$ cat src/hdl/ipfx_pkg.sv
package ipfx_pkg;

	// Frame layout, counted in bytes from the first byte of the Ethernet header.
	localparam logic [15:0] POS_ETYPE_HI  = 16'd12;
	localparam logic [15:0] POS_ETYPE_LO  = 16'd13;
	localparam logic [15:0] POS_VER_IHL   = 16'd14;
	localparam logic [15:0] POS_TLEN_HI   = 16'd16;
	localparam logic [15:0] POS_TLEN_LO   = 16'd17;
	localparam logic [15:0] POS_PROTO     = 16'd23;
	localparam logic [15:0] POS_SIP_FIRST = 16'd26;
	localparam logic [15:0] POS_SIP_LAST  = 16'd29;
	localparam logic [15:0] POS_DIP_FIRST = 16'd30;
	localparam logic [15:0] POS_DIP_LAST  = 16'd33;

	// The byte position stops counting at this value.
	localparam logic [15:0] POS_MAX = 16'hFFFF;

	localparam logic [6:0]  ETH_HDR_BYTES  = 7'd14;
	localparam logic [6:0]  HDR_WORD_BYTES = 7'd4;
	localparam logic [16:0] MIN_FRAME_BYTES = 17'd34;
	localparam logic [16:0] TCP_HDR_BYTES   = 17'd20;
	localparam logic [16:0] UDP_HDR_BYTES   = 17'd8;

	localparam logic [15:0] ETHERTYPE_IPV4 = 16'h0800;
	localparam logic [7:0]  PROTO_TCP      = 8'd6;
	localparam logic [7:0]  PROTO_UDP      = 8'd17;

	// One frame byte handed to the parser.
	typedef struct packed {
		logic       valid;
		logic [7:0] data;
		logic       last;
	} ipfx_step_t;

	// One flow event.
	typedef struct packed {
		logic [31:0] source_ip;
		logic [31:0] dest_ip;
		logic [15:0] source_port;
		logic [15:0] dest_port;
		logic [15:0] ip_total_length;
		logic [7:0]  ip_protocol;
	} ipfx_event_t;

endpackage

$ cat src/hdl/ipfx_intf.sv
// Byte stream of an Ethernet frame.
interface ipfx_byte_if;
	logic       valid;
	logic       ready;
	logic [7:0] data_byte;
	logic       last_byte;

	modport source (output valid, output data_byte, output last_byte, input ready);
	modport sink (input valid, input data_byte, input last_byte, output ready);
endinterface

// Stream of flow events.
interface ipfx_event_if;
	logic        valid;
	logic        ready;
	logic [31:0] source_ip;
	logic [31:0] dest_ip;
	logic [15:0] source_port;
	logic [15:0] dest_port;
	logic [15:0] ip_total_length;
	logic [7:0]  ip_protocol;

	modport source (output valid, output source_ip, output dest_ip, output source_port,
		output dest_port, output ip_total_length, output ip_protocol, input ready);
	modport sink (input valid, input source_ip, input dest_ip, input source_port,
		input dest_port, input ip_total_length, input ip_protocol, output ready);
endinterface

$ cat src/hdl/ipfx_parser.sv
module ipfx_parser (
	input  logic                  clk,
	input  logic                  arst_n,
	input  ipfx_pkg::ipfx_step_t  step,
	output logic                  evt_valid,
	output ipfx_pkg::ipfx_event_t evt
);

	// Per-frame field capture registers.
	logic [15:0] pos_q;
	logic [15:0] etype_q;
	logic [3:0]  ihl_q;
	logic [15:0] tlen_q;
	logic [7:0]  proto_q;
	logic [31:0] sip_q;
	logic [31:0] dip_q;
	logic [15:0] sport_q;
	logic [15:0] dport_q;

	logic        counted;
	logic [15:0] pos_n;
	logic [15:0] etype_n;
	logic [3:0]  ihl_n;
	logic [15:0] tlen_n;
	logic [7:0]  proto_n;
	logic [31:0] sip_n;
	logic [31:0] dip_n;
	logic [15:0] sport_n;
	logic [15:0] dport_n;
	logic [6:0]  base;
	logic [15:0] base16;
	logic [16:0] frame_len;
	logic        qualify;
	logic        ports_ok;

	// Field capture for the current byte. The IHL nibble taken from this very byte
	// already sets the transport header offset.
	always_comb begin
		counted = pos_q != ipfx_pkg::POS_MAX;
		etype_n = etype_q;
		ihl_n   = ihl_q;
		tlen_n  = tlen_q;
		proto_n = proto_q;
		sip_n   = sip_q;
		dip_n   = dip_q;
		sport_n = sport_q;
		dport_n = dport_q;
		if (counted) begin
			if (pos_q == ipfx_pkg::POS_ETYPE_HI || pos_q == ipfx_pkg::POS_ETYPE_LO) begin
				etype_n = {etype_q[7:0], step.data};
			end
			if (pos_q == ipfx_pkg::POS_VER_IHL) begin
				ihl_n = step.data[3:0];
			end
			if (pos_q == ipfx_pkg::POS_TLEN_HI || pos_q == ipfx_pkg::POS_TLEN_LO) begin
				tlen_n = {tlen_q[7:0], step.data};
			end
			if (pos_q == ipfx_pkg::POS_PROTO) begin
				proto_n = step.data;
			end
			if (pos_q >= ipfx_pkg::POS_SIP_FIRST && pos_q <= ipfx_pkg::POS_SIP_LAST) begin
				sip_n = {sip_q[23:0], step.data};
			end
			if (pos_q >= ipfx_pkg::POS_DIP_FIRST && pos_q <= ipfx_pkg::POS_DIP_LAST) begin
				dip_n = {dip_q[23:0], step.data};
			end
		end

		base   = ipfx_pkg::ETH_HDR_BYTES + 7'({3'd0, ihl_n} * ipfx_pkg::HDR_WORD_BYTES);
		base16 = {9'd0, base};
		if (counted) begin
			if (pos_q == base16 || pos_q == base16 + 16'd1) begin
				sport_n = {sport_q[7:0], step.data};
			end
			if (pos_q == base16 + 16'd2 || pos_q == base16 + 16'd3) begin
				dport_n = {dport_q[7:0], step.data};
			end
		end

		pos_n     = counted ? pos_q + 16'd1 : pos_q;
		frame_len = {1'b0, pos_q} + 17'd1;
	end

	// Event decision on the last byte of a frame.
	always_comb begin
		qualify  = frame_len >= ipfx_pkg::MIN_FRAME_BYTES && etype_n == ipfx_pkg::ETHERTYPE_IPV4;
		ports_ok = (proto_n == ipfx_pkg::PROTO_TCP &&
				frame_len >= {10'd0, base} + ipfx_pkg::TCP_HDR_BYTES) ||
			(proto_n == ipfx_pkg::PROTO_UDP &&
				frame_len >= {10'd0, base} + ipfx_pkg::UDP_HDR_BYTES);
		evt_valid           = step.valid && step.last && qualify;
		evt.source_ip       = sip_n;
		evt.dest_ip         = dip_n;
		evt.source_port     = ports_ok ? sport_n : 16'd0;
		evt.dest_port       = ports_ok ? dport_n : 16'd0;
		evt.ip_total_length = tlen_n;
		evt.ip_protocol     = proto_n;
	end

	// State update; the last byte of a frame clears everything for the next one.
	always_ff @(posedge clk or negedge arst_n) begin
		if (!arst_n) begin
			pos_q   <= '0;
			etype_q <= '0;
			ihl_q   <= '0;
			tlen_q  <= '0;
			proto_q <= '0;
			sip_q   <= '0;
			dip_q   <= '0;
			sport_q <= '0;
			dport_q <= '0;
		end else if (step.valid) begin
			if (step.last) begin
				pos_q   <= '0;
				etype_q <= '0;
				ihl_q   <= '0;
				tlen_q  <= '0;
				proto_q <= '0;
				sip_q   <= '0;
				dip_q   <= '0;
				sport_q <= '0;
				dport_q <= '0;
			end else begin
				pos_q   <= pos_n;
				etype_q <= etype_n;
				ihl_q   <= ihl_n;
				tlen_q  <= tlen_n;
				proto_q <= proto_n;
				sip_q   <= sip_n;
				dip_q   <= dip_n;
				sport_q <= sport_n;
				dport_q <= dport_n;
			end
		end
	end

`ifndef NO_ASSERTIONS
	// A frame always starts again at position zero after its last byte.
	a_restart: assert property (@(posedge clk) disable iff (!arst_n)
		step.valid && step.last |=> pos_q == 16'd0)
		else $error("position not cleared after last byte");

	// An event needs at least the full IPv4 address block.
	a_min_len: assert property (@(posedge clk) disable iff (!arst_n)
		evt_valid |-> pos_q >= ipfx_pkg::POS_DIP_LAST)
		else $error("event from a frame that is too short");

	// The position counter holds once it has saturated.
	a_saturate: assert property (@(posedge clk) disable iff (!arst_n)
		pos_q == ipfx_pkg::POS_MAX && step.valid && !step.last |=> pos_q == ipfx_pkg::POS_MAX)
		else $error("position counter wrapped");
`endif

endmodule

$ cat src/hdl/ipv4_flow_header_extractor.sv
// Parses Ethernet frames arriving one byte per transfer and emits one flow event
// (IPv4 addresses, total length, protocol and, for complete TCP or UDP headers,
// the ports) on the last byte of every IPv4 frame of at least 34 bytes. Other
// frames produce no event. A byte can be taken in every cycle: each byte passes
// an input register and the single field-capture stage, and the event for a
// frame is offered from an output register. The block stalls only while a
// finished event is held in the output register by a stalled receiver and
// the next byte already waits in the input register.
module ipv4_flow_header_extractor (
	input  logic                clk,
	input  logic                arst_n,
	ipfx_byte_if.sink           frame,
	ipfx_event_if.source        flow
);

	logic                  valid_s1;
	logic [7:0]            data_s1;
	logic                  last_s1;
	logic                  advance;
	logic                  evt_valid;
	ipfx_pkg::ipfx_event_t evt;
	ipfx_pkg::ipfx_step_t  step;
	logic                  out_valid_q;
	ipfx_pkg::ipfx_event_t out_q;

	// The capture stage moves whenever the output register is free or being emptied.
	assign advance     = !out_valid_q || flow.ready;
	assign frame.ready = !valid_s1 || advance;

	// Input register.
	always_ff @(posedge clk or negedge arst_n) begin
		if (!arst_n) begin
			valid_s1 <= 1'b0;
		end else if (frame.valid && frame.ready) begin
			valid_s1 <= 1'b1;
		end else if (advance) begin
			valid_s1 <= 1'b0;
		end
	end

	always_ff @(posedge clk) begin
		if (frame.valid && frame.ready) begin
			data_s1 <= frame.data_byte;
			last_s1 <= frame.last_byte;
		end
	end

	assign step.valid = valid_s1 && advance;
	assign step.data  = data_s1;
	assign step.last  = last_s1;

	ipfx_parser u_parser (
		.clk       (clk),
		.arst_n    (arst_n),
		.step      (step),
		.evt_valid (evt_valid),
		.evt       (evt)
	);

	// Output register.
	always_ff @(posedge clk or negedge arst_n) begin
		if (!arst_n) begin
			out_valid_q <= 1'b0;
		end else if (advance) begin
			out_valid_q <= evt_valid;
		end
	end

	always_ff @(posedge clk) begin
		if (advance && evt_valid) begin
			out_q <= evt;
		end
	end

	assign flow.valid           = out_valid_q;
	assign flow.source_ip       = out_q.source_ip;
	assign flow.dest_ip         = out_q.dest_ip;
	assign flow.source_port     = out_q.source_port;
	assign flow.dest_port       = out_q.dest_port;
	assign flow.ip_total_length = out_q.ip_total_length;
	assign flow.ip_protocol     = out_q.ip_protocol;

`ifndef NO_ASSERTIONS
	// A new event only ever follows a last byte leaving the input register.
	a_evt_after_last: assert property (@(posedge clk) disable iff (!arst_n)
		$rose(out_valid_q) |-> $past(valid_s1 && last_s1))
		else $error("event without a preceding last byte");

	// A held byte must block the input side.
	a_hold_blocks: assert property (@(posedge clk) disable iff (!arst_n)
		valid_s1 && out_valid_q && !flow.ready |=> valid_s1 && $stable(data_s1))
		else $error("held byte lost while the output stalled");

	// A stalled event is never overwritten.
	a_evt_kept: assert property (@(posedge clk) disable iff (!arst_n)
		out_valid_q && !flow.ready |=> out_valid_q && $stable(out_q))
		else $error("stalled event overwritten");
`endif

endmodule

$ cat src/flat_wrapper.sv
// flat-port wrapper written by rule: the top's interface ports become plain ports
module ipv4_flow_header_extractor_flat 
  (clk, arst_n, frame_valid, frame_data_byte, frame_last_byte, frame_ready, flow_valid, flow_source_ip, flow_dest_ip, flow_source_port, flow_dest_port, flow_ip_total_length, flow_ip_protocol, flow_ready);
  ipfx_byte_if frame_i ();
  ipfx_event_if flow_i ();
  input  logic clk;
  input  logic arst_n;
  input wire logic [$bits(frame_i.valid)-1:0] frame_valid;
  input wire logic [$bits(frame_i.data_byte)-1:0] frame_data_byte;
  input wire logic [$bits(frame_i.last_byte)-1:0] frame_last_byte;
  output wire logic [$bits(frame_i.ready)-1:0] frame_ready;
  output wire logic [$bits(flow_i.valid)-1:0] flow_valid;
  output wire logic [$bits(flow_i.source_ip)-1:0] flow_source_ip;
  output wire logic [$bits(flow_i.dest_ip)-1:0] flow_dest_ip;
  output wire logic [$bits(flow_i.source_port)-1:0] flow_source_port;
  output wire logic [$bits(flow_i.dest_port)-1:0] flow_dest_port;
  output wire logic [$bits(flow_i.ip_total_length)-1:0] flow_ip_total_length;
  output wire logic [$bits(flow_i.ip_protocol)-1:0] flow_ip_protocol;
  input wire logic [$bits(flow_i.ready)-1:0] flow_ready;
  assign frame_i.valid = frame_valid;
  assign frame_i.data_byte = frame_data_byte;
  assign frame_i.last_byte = frame_last_byte;
  assign frame_ready = frame_i.ready;
  assign flow_valid = flow_i.valid;
  assign flow_source_ip = flow_i.source_ip;
  assign flow_dest_ip = flow_i.dest_ip;
  assign flow_source_port = flow_i.source_port;
  assign flow_dest_port = flow_i.dest_port;
  assign flow_ip_total_length = flow_i.ip_total_length;
  assign flow_ip_protocol = flow_i.ip_protocol;
  assign flow_i.ready = flow_ready;
  ipv4_flow_header_extractor u_core (.clk(clk), .arst_n(arst_n), .frame(frame_i), .flow(flow_i));
endmodule
$ cat config.mk
export PLATFORM = sky130hd
export DESIGN_NAME = ipv4_flow_header_extractor_flat
export DESIGN_NICKNAME = d
export VERILOG_FILES = /design/src/hdl/ipfx_pkg.sv /design/src/hdl/ipfx_intf.sv /design/src/hdl/ipfx_parser.sv /design/src/hdl/ipv4_flow_header_extractor.sv /design/src/flat_wrapper.sv
export SDC_FILE = /design/constraint.sdc
export NUM_CORES = 1
export LEC_CHECK = 0
export BUFFER_PORTS_ARGS = -buffer_cell sky130_fd_sc_hd__buf_2
export CAP_MARGIN = 15
export CORE_AREA = 5 5 184 186
export CTS_CLUSTER_DIAMETER = 120
export DETAILED_ROUTE_END_ITERATION = 8
export DIE_AREA = 0 0 189 191
export PLACE_DENSITY = 0.6
export SLEW_MARGIN = 10
export SYNTH_ARGS = -nofsm -noshare
export SYNTH_HDL_FRONTEND = slang
export SYNTH_SLANG_ARGS = --single-unit
export TNS_END_PERCENT = 20
$ cat constraint.sdc
create_clock -name clk -period 6.19 [get_ports clk]
set_input_delay 0.9285 -clock clk [delete_from_list [all_inputs] [get_ports clk]]
set_output_delay 0.9285 -clock clk [all_outputs]
set_load 0.05 [all_outputs]
==> results of run 1 <==
==> worst max-delay path: stages (launching register included) <==
cell      delay (ns)
dfrtp_1         0.70
or4bb_1         0.62
or4_4           0.62
nor2_1          0.28
a31o_2          0.18
ha_1            0.20
o211ai_1        0.11
xnor3_1         0.23
o2111a_1        0.21
buf_4           0.32
nor3b_4         0.60
a22o_1          0.22
==> power by group through the flow <==
| stage | clock [uW] | combinational, uW | sequential, uW |
|---|---|---|---|
| finish | 1790 | 145 | 2010 |
| global route | 1910 | 163 | 2010 |
| CTS | 1840 | 148 | 2010 |
| detailed placement | 0 | 148 | 2050 |
| global placement | 0 | 148 | 2050 |
| floorplan | 0 | 89.9 | 2030 |
==> sequential cells by signal, indices dropped and copies added (netlist names) <==
register,count
u_core.flow.dest_ip,32
u_core.flow.source_ip,32
u_core.u_parser.dip_q,32
u_core.u_parser.sip_q,32
u_core.flow.dest_port,16
u_core.flow.ip_total_length,16
u_core.flow.source_port,16
u_core.u_parser.dport_q,16
u_core.u_parser.etype_q,16
u_core.u_parser.pos_q,16
u_core.u_parser.sport_q,16
u_core.u_parser.tlen_q,16
u_core.data_s1,8
u_core.flow.ip_protocol,8
u_core.u_parser.proto_q,8
u_core.u_parser.ihl_q,4
u_core.flow.valid,1
u_core.last_s1,1
u_core.valid_s1,1
==> synthesized netlist by cell type (all sizes together), types with 5 or more instances <==
| cell type | instances | area share [%] |
|---|---|---|
| dfrtp | 158 | 31 |
| edfxtp | 129 | 30 |
| a22o | 121 | 8.2 |
| mux2 | 89 | 7.7 |
| clkbuf | 65 | 1.9 |
| o21ai | 52 | 2.0 |
| nor3 | 43 | 2.0 |
| nand2 | 42 | 1.2 |
| mux2i | 37 | 2.9 |
| nor2 | 21 | 0.61 |
| ha | 19 | 1.8 |
| a21oi | 18 | 0.70 |
| nand3 | 18 | 0.70 |
| a22oi | 16 | 0.93 |
| buf | 16 | 0.95 |
| inv | 13 | 0.38 |
| nor4 | 11 | 0.74 |
| xnor2 | 10 | 0.68 |
| nor3b | 7 | 0.58 |
| xor2 | 7 | 0.47 |
| or4 | 6 | 0.43 |
| nand2b | 5 | 0.24 |
| nor4b | 5 | 0.34 |
==> path summary, 6_finish.rpt <==
path | start | end | slack [ns] | depth (start not counted)
min reg2reg | u_core.u_parser.sport_q[14] | u_core.u_parser.sport_q[14] | 0.50 | 1
max reg2reg | u_core.u_parser.pos_q[3] | u_core.u_parser.dport_q[13] | 1.82 | 11
min | arst_n | u_core.u_parser.etype_q[6] | 0.29 | 1
max in group asynchronous | arst_n | u_core.u_parser.dip_q[18] | 4.73 | 2
max | u_core.u_parser.pos_q[3] | u_core.u_parser.dport_q[13] | 1.82 | 11
min in group clk | u_core.u_parser.sport_q[14] | u_core.u_parser.sport_q[14] | 0.50 | 1
==> routing by layer <==
metal | part of all wire [%] | global-route usage (%)
met1 | 48 | 23.61
met2 | 45 | 24.88
met3 | 5.0 | 2.684
met4 | 2.1 | 4.008
met5 | 0 | 0
==> cells by family after synthesis <==
| family | count (synthesis) |
|---|---|
| multiplexers | 126 |
| flip-flops | 287 |
| XOR/XNOR | 18 |
| adder cells (fa/ha/maj) | 19 |
| AND/OR/NAND/NOR | 185 |
| other | 1 |
| AO/OA/AOI/OAI | 241 |
| buffers and inverters | 94 |
==> through the flow <==
stage / utilization, % / instance area (um^2) / std cells / setup WS [ns] / hold WS (ns)
after detailed placement: 43.54 / 13990 / 1452 / 1.862 / 0.4831
after global routing: 46.67 / 14990 / 1509 / 1.544 / 0.3065
after CTS: 46.65 / 14980 / 1508 / 1.844 / 0.2822
final: 46.67 / 14990 / 1509 / 1.815 / 0.2928
after global placement: 43.54 / 13990 / 1452 / 1.905 / 0.4799
after floorplan: - / 12950 / 972 / 0.5818 / 0.4639
==> layout make-up <==
cell class	count	area (um^2)	area share, %
Sequential cell	287	7828	52.21
Multi-Input combinational cell	591	4767	31.80
Clock buffer	47	875.8	5.842
Timing Repair Buffer	154	839.6	5.600
Tap cell	408	510.5	3.405
Clock inverter	9	122.6	0.8179
Inverter	13	48.80	0.3255
==> results.toml, run 1 <==
[synthesis]
synthArstFlopShare_pct = 55.05
synthAdderAreaFrac_pct = 1.836
yosys.area_share.simple_pct = 8.408
synth_cells = 971
synth_compound_area_share_pct = 14.13
synth_top_family_by_area = "compound AO/OA/AOI/OAI gates"
synth_mux_area_share_pct = 10.60
ys_seq_elements = 287
ys.flop_type = "dfrtp_1"
synth_area_per_cell_um2 = 13.33
yosysWarningCount = 0
syn-cell-area_um2 = 12950
yosysUniqueCellTypes = 69
synth-edff-count = 129
ys_seq_area_share_pct = 60.46
synth-xor-area-share_pct = 1.324

[die]
start_util_pct = 40.30
pin_count = 135
die_w_um = 189
core_area_um2 = 32120
die_h_um = 191
rows = 66
die_area_um2 = 36100

[clock_tree]
htreeDepth = 1
clk_pin_slew_ns = 0.06
postCtsHoldBufs = 0
clk_latency_ns = 0.57
cts_resized = 0
cts_made_buffers = 30
post-cts-setup-buffer-count = 0
cts-root-buf = "clkbuf_16"
cts_buffer_depth = 3
cts_tree = "done"
cts.sinks = 287

[drt]
wl_per_cell_um = 19.78
initialDrtViolationCount = 760
drcViolationCount = 0
num_vias = 8386
postRouteAntennaNets = 0
dr.pass1.iters = 5
viasPerCell = 5.557
finalWirelength_um = 29840

[power_and_ir_drop]
switching_power_uw = 863.9
powerDensity_nw_per_um2 = 263.3
seqPwrFrac_pct = 50.9
p_sw_share_pct = 21.88
p_int_uw = 3084
leakagePower_uw = 0.006418
peakVddDrop_mv = 0.2080
combPwrFrac_pct = 3.7
clockPowerShare_pct = 45.4
finalPower_uw = 3948

[sta]
skew_ns = 0.02504
period_share_pct = 70.67
max_freq_mhz = 228.6
rsz0062_at_grt = "false"
hold_viol = 0
finalSetupViolations = 0
max_slew_margin_pct = 24.09
tightestPinTransition_ns = 1.139
fin_tns_setup_ns = 0
drv_slew = 0
period_minus_slack_ns = 4.375

[grt]
antenna_found_initial = 1
grtUsageTotal_pct = 16.03
grt_max_degree = 96
overflow = 0
grt_pass1_wl_um = 47550
grt_pass1_vias = 8283

[cells_and_area]
layout_common_cells = "158 x dfrtp_1, 133 x buf_2, 129 x edfxtp_1"
fillers = 2863
diodes = 0
synthToLayoutAreaGrowth_pct = 15.80
final_common_cell = "dfrtp_1"
drive_gt1_share_pct = 26.34
nets = 1109

[worst_setup_path]
setup.worst_path.start_class = "flop"
cp-end-kind = "flop"
worstSetupPathType = "flop to flop"
cp_max_fo = 20
crit_arrival_ns = 4.86
cp.required_ns = 6.68

[placed_design]
gp_congestion = 0.8076
hpwl_um = 18340
port_buffers = 134

[job]
max_cap_violations = 0

[outcome]
outcome = "finished clean"

[worst_hold_path]
worstHoldPathType = "input port to asynchronous set/reset pin"
(Power assumes the default switching activity.)
==> run 2, diff against run 1 <==
--- a/config.mk
+++ b/config.mk
@@ -5,13 +5,14 @@
 export SDC_FILE = /design/constraint.sdc
 export NUM_CORES = 1
 export LEC_CHECK = 0
+export ABC_AREA = 1
 export BUFFER_PORTS_ARGS = -buffer_cell sky130_fd_sc_hd__buf_2
 export CAP_MARGIN = 15
-export CORE_AREA = 5 5 184 186
+export CORE_AREA = 5 5 187 189
 export CTS_CLUSTER_DIAMETER = 120
 export DETAILED_ROUTE_END_ITERATION = 8
-export DIE_AREA = 0 0 189 191
-export PLACE_DENSITY = 0.6
+export DIE_AREA = 0 0 192 194
+export PLACE_DENSITY = 0.62
 export SLEW_MARGIN = 10
 export SYNTH_ARGS = -nofsm -noshare
 export SYNTH_HDL_FRONTEND = slang
==> constraint.sdc (replaced) <==
create_clock -name clk -period 3.7 [get_ports clk]
set_input_delay 0.555 -clock clk [delete_from_list [all_inputs] [get_ports clk]]
set_output_delay 0.555 -clock clk [all_outputs]
set_load 0.05 [all_outputs]
==> run 2 against run 1 <==
Compared with the run above: register-to-register slack got worse by 1.6 ns; global-route usage rose by 1.4 points; area after synthesis rose by 3.7%; hold slack got worse by 0.25 ns; clock power rose by 69%; non-clock buffer count rose by 29; count of clock-buffer cells in the layout fell by 6; worst setup slack got worse by 1.6 ns; critical path depth rose by 15; critical path type unchanged.
==> results.toml, run 2 <==
[synthesis]
synth_area_per_cell_um2 = 9.453
synth-edff-count = 129
synth_cells = 1420
yosysWarningCount = 0
synthArstFlopShare_pct = 55.05
ys_seq_elements = 287
synthTopCellsByArea = "dfrtp_1 29%, edfxtp_1 29%, nand2_1 8.3%, inv_1 6.4%, o21ai_0 3.8%"
yosysMostFrequentCell = "nand2_1"
yosysUniqueCellTypes = 43
synth.top_cells.by_count = "298 x nand2_1, 229 x inv_1, 158 x dfrtp_1, 129 x edfxtp_1, 103 x o21ai_0"
ys.flop_type = "dfrtp_1"
yosysTopAreaCell = "dfrtp_1"
syn-cell-area_um2 = 13420
ys_seq_area_share_pct = 58.31
netlist.area_leader.share_pct = 29.46

[power_and_ir_drop]
leakagePower_uw = 0.007530
powerDensity_nw_per_um2 = 415.6
peakVddDrop_mv = 0.3401

[placed_design]
placed_cells = 1977
gp_congestion = 0.8403
hpwl_um = 21820
port_buffers = 134
post-place-ws_ns = 0.1787

[sta]
period_minus_slack_ns = 3.447
max_slew_margin_pct = 39.21
drv_slew = 0
fin_tns_setup_ns = 0
skew_ns = 0.01190
finalSetupViolations = 0
max_freq_mhz = 290.1
timing.final.ws_setup_ns = 0.2530
tightestPinTransition_ns = 0.9085
hold_viol = 0
period_share_pct = 93.16

[worst_setup_path]
r2r_cells = 26
crit_start = "u_core.u_parser.pos_q[6]"
setup.worst_path.start_class = "flop"
cp_max_fo = 8
crit_arrival_ns = 3.76
worstSetupPathType = "flop to flop"
cp.required_ns = 4.01
cp-end-kind = "flop"
r2r_start = "u_core.u_parser.pos_q[6]"
reg2reg_to = "u_core.flow.dest_port[9]"
r2r_slack_ns = 0.25

[drt]
wl_met2_um = 15850
postRouteAntennaNets = 0
wl_per_cell_um = 16.24
drcViolationCount = 0
met1_length_um = 15220
wl_met3_um = 1603
dr.pass1.iters = 5
finalWirelength_um = 33210
initialDrtViolationCount = 834
viasPerCell = 4.886
num_vias = 9992
dr.max_layer_used = "met4"

[clock_tree]
cts_tree = "done"
postCtsHoldBufs = 0
cts_buffer_depth = 3
cts-root-buf = "clkbuf_16"
htreeDepth = 1
cts.sinks = 287
clk_pin_slew_ns = 0.06
clk_latency_ns = 0.56
cts_made_buffers = 31

[cells_and_area]
final-seq-area_um2 = 7830
multiInputGateArea_um2 = 4534
synthToLayoutAreaGrowth_pct = 18.68
layout_common_cells = "294 x nand2_1, 222 x inv_1, 156 x dfrtp_1"
diodes = 0
fillers = 3152
nets = 1605
final_common_cell = "nand2_1"
drive_gt1_share_pct = 19.16
fin_cells = 2045

[die]
die_h_um = 194
die_area_um2 = 37250
rows = 67
die_w_um = 192
start_util_pct = 40.54
core_area_um2 = 33110
pin_count = 135

[grt]
grtUsageTotal_pct = 17.41
overflow = 0
grt_pass1_vias = 9795
grt_pass1_wl_um = 52860
grt_max_degree = 86
antenna_found_initial = 0

[worst_hold_path]
worstHoldPathType = "input port to asynchronous set/reset pin"

[outcome]
outcome = "finished clean"

[job]
max_cap_violations = 0
run 2: cell types whose count changed in the layout (fill, tap and decap cells not counted), moves of 55 or more:
cell     delta
a22o_1    -118
inv_1     +209
mux2_2     -60
nand2_1   +253
nor2_1     +77
o21ai_0    +55
o22ai_1    +64
run 2: worst max-delay path by stage:
stage | endpoint | depth (start not counted) | slack, ns
after floorplan | u_core.flow.dest_ip[0] | 12 | -0.20
after global placement | u_core.flow.dest_port[8] | 24 | 0.20
after detailed placement | u_core.flow.source_port[12] | 24 | 0.18
after CTS | u_core.flow.source_port[12] | 24 | 0.16
after global routing | u_core.flow.source_port[4] | 27 | -0.01
final | u_core.flow.dest_port[9] | 26 | 0.25
run 2: area by class of cell:
cell class                 count  area share, %
multi-input combinational    837          28.46
clock buffer                  41          5.231
timing repair buffer         183          7.116
inverter                     233          5.569
clock inverter                16         0.9504
sequential                   287          49.15
tap                          448          3.519
run 2: power by group:
| group | total, uW | internal, uW | leakage (uW) | switching (uW) |
|---|---|---|---|---|
| clock | 3020 | 1730 | 0.000476 | 1290 |
| combinational | 256 | 62.7 | 0.00370 | 193 |
| sequential | 3340 | 3330 | 0.00335 | 16.2 |
| total | 6620 | 5120 | 0.00753 | 1500 |
run 2: cells by family (layout without fill, tap and decap cells):
group                    Yosys count  in the layout  synth area share [%]
AND/OR/NAND/NOR                  549            549                 18.80
buffers and inverters            297            473                 8.650
flip-flops                       287            287                 58.31
AO/OA/AOI/OAI                    253            253                 11.52
adder cells (fa/ha/maj)           19             19                 1.771
XOR/XNOR                          14             14                0.9135
other                              1              2               0.02794
run 2: per-layer routing:
layer | GRT usage, % | vias to the layer above
met5 | 0 | -
met3 | 2.629 | 35
li1 | - | 4970
met2 | 28.70 | 225
met4 | 3.302 | 0
met1 | 24.73 | 4762
run 2: repair_timing:
item                       4_1_cts  5_1_grt
buffers inserted                 0        8
resized for setup                0       17
setup endpoints to repair        0       32
run 2: critical path, cell delays in order (launching register included):
cell	delay [ns]
dfrtp_2	0.46
nor2_4	0.16
nand2_2	0.09
nor2_4	0.19
nand2_4	0.11
nand2_4	0.11
nand2_8	0.08
nand2_8	0.10
nand2_4	0.06
nand2_2	0.08
inv_2	0.04
ha_1	0.17
inv_1	0.09
xor2_1	0.14
inv_1	0.05
ha_1	0.28
inv_1	0.05
a21oi_1	0.04
o21ai_1	0.12
nand2_1	0.08
a21oi_2	0.11
nand3_1	0.08
nand2_1	0.07
nand2_1	0.08
inv_4	0.13
clkbuf_16	0.18
nor2_1	0.04
run 2: metrics by stage:
step,hold slack (ns),power [uW],util (%),cell area [um^2]
after global placement,0.4614,3666,44.62,14770
after detailed placement,0.4650,3663,44.62,14770
after floorplan,0.2594,3519,-,13470
after CTS,0.09481,6700,47.59,15760
final,0.04637,6620,48.11,15930
after global routing,0.1308,6847,48.11,15930
